### src/hw/rtl/dsaw_sqrt.sv
// Bit-serial integer square root, one root bit per cycle.
`default_nettype none

module dsaw_sqrt #(
    parameter int RTW = 51
) (
    input  wire logic              clk,
    input  wire logic              rst_n,
    input  wire logic              start,
    input  wire logic [2*RTW-1:0]  radicand,
    output logic                   done,
    output logic [RTW-1:0]         root
);
    localparam int RW   = 2 * RTW;
    localparam int REMW = RTW + 3;
    localparam int CNTW = $clog2(RTW + 1);

    logic             busy_reg;
    logic             done_reg;
    logic [CNTW-1:0]  cnt_reg;
    logic [RW-1:0]    rad_reg;
    logic [REMW-1:0]  rem_reg;
    logic [RTW-1:0]   root_reg;
    logic [REMW-1:0]  rem_sh;
    logic [REMW-1:0]  trial;
    logic             take;

    // Bring down the next two radicand bits and try the next root bit.
    always_comb
    begin
        rem_sh = {rem_reg[REMW-3:0], rad_reg[RW-1:RW-2]};
        trial  = REMW'({root_reg, 2'b01});
        take   = (rem_sh >= trial);
    end

    // Step counter and completion pulse.
    always_ff @(posedge clk or negedge rst_n)
    begin
        if (!rst_n)
        begin
            busy_reg <= 1'b0;
            done_reg <= 1'b0;
            cnt_reg  <= '0;
        end
        else if (start)
        begin
            busy_reg <= 1'b1;
            done_reg <= 1'b0;
            cnt_reg  <= CNTW'(RTW);
        end
        else if (busy_reg)
        begin
            cnt_reg <= cnt_reg - CNTW'(1);
            if (cnt_reg == CNTW'(1))
            begin
                busy_reg <= 1'b0;
                done_reg <= 1'b1;
            end
        end
        else
        begin
            done_reg <= 1'b0;
        end
    end

    // Remainder and partial root.
    always_ff @(posedge clk)
    begin
        if (start)
        begin
            rad_reg  <= radicand;
            rem_reg  <= '0;
            root_reg <= '0;
        end
        else if (busy_reg)
        begin
            rad_reg  <= {rad_reg[RW-3:0], 2'b00};
            rem_reg  <= take ? (rem_sh - trial) : rem_sh;
            root_reg <= {root_reg[RTW-2:0], take};
        end
    end

    assign done = done_reg;
    assign root = root_reg;

endmodule

`default_nettype wire

### config.mk
export PLATFORM = sky130hd
export DESIGN_NAME = dsaw_sqrt
export DESIGN_NICKNAME = d
export VERILOG_FILES = /design/src/hw/rtl/dsaw_sqrt.sv
export SDC_FILE = /design/constraint.sdc
export NUM_CORES = 1
export LEC_CHECK = 0
export BUFFER_PORTS_ARGS = -buffer_cell sky130_fd_sc_hd__buf_2
export CORE_ASPECT_RATIO = 0.5
export CORE_UTILIZATION = 24
export DETAILED_ROUTE_END_ITERATION = 6
export PLACE_DENSITY = 0.51
export SLEW_MARGIN = 10
export SYNTH_ARGS = -nofsm -noshare
export SYNTH_HDL_FRONTEND = slang
export SYNTH_SLANG_ARGS = --single-unit
### constraint.sdc
create_clock -name clk -period 3.75 [get_ports clk]
set_input_delay 0.75 -clock clk [delete_from_list [all_inputs] [get_ports clk]]
set_output_delay 0.75 -clock clk [all_outputs]
set_load 0.01 [all_outputs]
Yosys cells after proc, flatten, opt, wreduce, memory -nomap -nowiden

Index checks and enable logic that the tools add are counted.

Input bits: 105
Logic and storage cells: 23
Output and inout bits: 52
Bits in registers: 213

Equal/unequal tests: 2
Reduce and logical (&&, ||, !) cells: 1
Multiplexer cells: 11
Order comparisons: 1
$add $sub $neg: 2

Operators by type and width:

| cell                                                 | number |
|---|---|
| 2-to-1 mux 102 bit                                   | 2 |
| greater-or-equal comparator 54 x 53 -> 1 bit         | 1 |
| 2-to-1 mux 52 bit                                    | 1 |
| subtractor 52 bit                                    | 1 |
| 2-to-1 mux 6 bit                                     | 2 |
| equality test 6 x 1 -> 1 bit (second input constant) | 1 |
| 2-to-1 mux 1 bit                                     | 6 |
| subtractor 6 x 1 -> 6 bit (second input constant)    | 1 |
| != test 3 x 2 -> 1 bit (second input constant)       | 1 |
| nonzero test 2 bit                                   | 1 |

Depth between registers and ports, before layout

Depth after elaboration: 4
Gate-level depth with buffers: 15
Depth with buffers taken out: 12

Worst setup path after synthesis

No wires, ideal clock.

Path kind: input-to-reg
Start point: input port start
End point: register rad_reg[0] (enable)
Buffers on the path: 2
Slack: -0.065 ns
Stages: 4
Required time: 3.295 ns
Setup time: 0.455 ns
Data arrival time: 3.360 ns
Cell sequence: clkbuf_1 nor2_1 clkbuf_1 inv_1

Cells in the longest elaborated chain, start to end: 1

Ends and longest elaborated chain:

| element                      | RTL line | text |
|---|---|---|
| start: declaration           | 9        | `input wire logic start,` |
| nonzero test 2 bit (no line) | n/a      |  |
| end signal: assignment       | 71       | `rad_reg <= radicand;` |
| end signal: assignment       | 77       | `rad_reg <= {rad_reg[RW-3:0], 2'b00};` |
| end: declaration             | 21       | `logic [RW-1:0] rad_reg;` |

Every way passes these cells.
A chain may end at the register's enable or synchronous reset.

Worst setup path after layout

Start point: register root_reg[0], in the netlist root[0]
End point: register rem_reg[3]

Cells in the longest elaborated chain, start to end: 2
Elaborated cells between the ends (all ways): 3
Classes of those cells: 1 x add/sub; 1 x order compare; 1 x mux

Ends and longest elaborated chain:

| element                                                                                  | RTL line | text |
|---|---|---|
| start: declaration                                                                       | 23       | `logic [RTW-1:0] root_reg;` |
| start signal: assignment                                                                 | 79       | `root_reg <= {root_reg[RTW-2:0], take};` |
| subtractor 52 bit / greater-or-equal comparator 54 x 53 -> 1 bit (equally long branches) | 78, 33   |  |
| 2-to-1 mux 52 bit (*)                                                                    | 78       | `rem_reg <= take ? (rem_sh - trial) : rem_sh;` |
| end signal: assignment                                                                   | 78       |  |
| end: declaration                                                                         | 22       | `logic [REMW-1:0] rem_reg;` |

Every way passes the cells marked *; elsewhere a longest branch is shown, timed or not.

==> results.py <==
metrics = {
    "route": {
        "drc": 0,
        "wirelength_um": 31400,
        "initialDrtViolationCount": 455,
        "vias_per_cell": 4.56,
        "ant_nets": 0,
        "route.vias.total": 9103,
        "first_pass_iters": 6,
        "wl_per_cell_um": 15.7,
    },
    "outcome": {
        "status": "completed",
    },
    "timing": {
        "worst_pin_slew_ps": 1110,
        "tns_ps": 0,
        "period_share": 0.892,
        "max-slew-margin-rel": 0.260,
        "slew_violations": 0,
        "max_freq_mhz": 299,
        "skew_ps": 13.5,
        "grt_setup_unrepaired": "false",
        "setup_viol": 0,
        "fin_crit_ps": 3350,
        "hold_violations": 0,
    },
    "global_routing": {
        "grt_use_total": 0.120,
        "grt_pass1_wl_um": 50000,
        "grt_max_degree": 103,
        "antenna_found_initial": 0,
        "grt_overflow_total": 0,
        "grt_pass1_vias": 8975,
    },
    "pwr": {
        "p_per_area_nw_per_um2": 763,
        "leakage_nw": 6.19,
        "ir_drop_uv": 542,
    },
    "synthesis": {
        "synth.ff_latch_count": 213,
        "ys.flop_type": "dfxtp_1",
        "syn_inst": 1196,
        "synth-edff-count": 102,
        "syn_nets": 1356,
        "async_flop_share": 0.0376,
        "avgSynthCellArea_um2": 10.1,
        "netlist-cell-type-count": 68,
        "ys_warn_count": 0,
        "ys_seq_area_frac": 0.439,
        "synthesis.area_um2": 12100,
    },
    "setup_path": {
        "crit_fanout": 35,
        "cp-end-kind": "register",
        "cp.arrival_ps": 3720,
        "r2r-end": "rem_reg[3]$_SDFFE_PP0P_",
        "worstSetupPathType": "register to register",
        "worst_r2r_path_depth": 13,
        "worstPathRequired_ps": 4120,
        "rrSetupSlack_ps": 400,
        "r2r_start": "root[0]$_SDFFE_PP0P_",
        "cp-start-kind": "register",
    },
    "final_layout": {
        "design_area_um2": 14400,
        "synthToLayoutAreaGrowth_pct": 18.5,
        "fin_nets": 1489,
        "largest_register_ffs": 102,
        "drive_gt1_frac": 0.275,
        "n_fill_cell": 5162,
        "diodes": 0,
        "finalNonFillerCells": 1995,
    },
    "job": {
        "drv_cap": 0,
    },
    "clock_tree": {
        "cts_root_buf": "clkbuf_16",
        "cts_setup_buffers": 0,
        "cts_inserted_buffers": 24,
        "cts_tree": "yes",
        "clock_latency_ps": 540,
        "htree_num_levels": 1,
        "clock_path_buffers": 3,
        "clk_pin_slew_ps": 60,
        "cts_resized": 0,
        "cts_hold_buf": 0,
        "cts.sinks": 213,
    },
    "worst_hold_path": {
        "hold_path.class": "input port to asynchronous set/reset pin",
    },
    "floorplanning": {
        "design.die.area_um2": 51400,
        "die_w_um": 320,
        "initial_core_util": 0.247,
        "num_io_pins": 157,
        "die_h_um": 161,
        "core_area_um2": 49100,
        "rows": 57,
    },
    "place": {
        "dp_hpwl_um": 22200,
        "gp_congestion": 0.847,
        "numPortBuffers": 156,
        "numPlacedInstances": 1952,
        "placed_cell_area_um2": 13600,
    },
}
==> how the worst max path moves through the flow <==
stage	startpoint	endpoint	slack (ps)
after floorplan	start	rad_reg[0]$_SDFFCE_PN0P_	140
after global placement	root[44]$_SDFFE_PP0P_	rem_reg[25]$_SDFFE_PP0P_	430
after CTS	root[5]$_SDFFE_PP0P_	rem_reg[3]$_SDFFE_PP0P_	400
final	root[0]$_SDFFE_PP0P_	rem_reg[3]$_SDFFE_PP0P_	400
after global routing	root[0]$_SDFFE_PP0P_	rem_reg[3]$_SDFFE_PP0P_	150
after detailed placement	root[44]$_SDFFE_PP0P_	rem_reg[17]$_SDFFE_PP0P_	420
==> routing by layer <==
metal	vias up	global-route usage	part of all wire
li1	4583	-	-
met1	4383	0.158	0.47
met3	32	0.0208	0.033
met4	0	0.0210	0.015
met5	-	0	0
met2	105	0.208	0.48
==> worst max-delay path, stage by stage (launching register included) <==
cell and delay [ps]:
dfxtp_1 370, inv_1 60, ha_1 350, nor2b_1 170
o211ai_1 160, a21boi_0 200, o21bai_1 340, nand4_4 200
a21oi_4 280, o21a_4 520, buf_4 250, nor2_1 50
a21oi_1 140, a211oi_2 80
==> through the flow <==
stage                     utilization  total power, mW  worst slack, ps  hold WS, ps
after floorplan                     -             7.40              143          443
after global placement          0.277             8.66              434          463
after detailed placement        0.277             8.62              417          465
after CTS                       0.292             11.1              397         28.6
after global routing            0.292             11.8              148         31.4
final                           0.292             11.0              404         54.8
==> logic make-up (layout without fill, tap and decap cells) <==
family | count (synthesis) | count (layout) | synth area share
AO/OA/AOI/OAI | 282 | 282 | 0.164
XOR/XNOR | 51 | 51 | 0.0369
adder cells (fa/ha/maj) | 55 | 55 | 0.0568
buffers and inverters | 146 | 296 | 0.0510
flip-flops | 213 | 213 | 0.439
multiplexers | 161 | 161 | 0.143
AND/OR/NAND/NOR | 288 | 288 | 0.109
==> cell usage after synthesis (8+ instances only) <==
master	instances	share of area
o21ai_1	16	0.0066
a21oi_1	89	0.037
a21o_1	23	0.014
inv_1	75	0.023
mux2_2	100	0.093
ha_1	55	0.057
a21oi_2	10	0.0072
o21bai_1	14	0.0087
nor3_1	11	0.0045
nand2b_1	8	0.0041
nand2_1	61	0.019
a211oi_2	22	0.023
buf_2	11	0.0045
xor2_1	24	0.017
dfxtp_1	103	0.17
and3_1	9	0.0046
clkbuf_1	45	0.014
a211oi_1	10	0.0062
mux2i_1	61	0.050
dfrtp_1	8	0.017
edfxtp_1	102	0.25
nand3_1	13	0.0054
nand4_1	18	0.0093
o21ai_0	36	0.015
xnor2_1	27	0.020
nor2_1	139	0.043
==> layout make-up <==
class / instances / area (µm²) / share of cell area
clock buffer: 26 / 608 / 0.0423
clock inverter: 17 / 161 / 0.0112
inverter: 75 / 285 / 0.0199
multi-input combinational: 837 / 6170 / 0.430
sequential: 213 / 5330 / 0.371
tap: 649 / 812 / 0.0565
timing repair buffer: 178 / 992 / 0.0691
==> placed cells by master, fill, tap and decap left out, types with 5 or more instances in the layout <==
cell type and count:
nor3_1 11, xnor2_1 27, a211oi_2 22, dfrtp_1 7
nand4_1 18, o21ai_1 16, edfxtp_1 102, buf_4 19
a211oi_1 10, o21a_1 5, xor2_1 24, mux2i_1 61
nor2_1 139, a32oi_1 5, and3_1 9, mux2_2 100
and2_1 5, o211ai_1 5, o21ai_0 36, ha_1 55
clkbuf_16 24, inv_1 74, buf_2 155, a21boi_0 5
nand2b_1 8, o21bai_1 14, a21oi_1 89, nand3_1 13
dfxtp_1 103, a21o_1 23, nand2_1 61, a31oi_1 5
a21oi_2 10
==> where the power goes <==
group | switching, mW | internal (mW) | leakage [nW] | total, mW
Clock | 1.04 | 1.33 | 0.374 | 2.37
Sequential | 0.201 | 2.78 | 2.01 | 2.98
Combinational | 3.19 | 2.42 | 3.80 | 5.61
Total | 4.43 | 6.52 | 6.19 | 11.0
No activity file was read; power rests on OpenSTA's default activity.
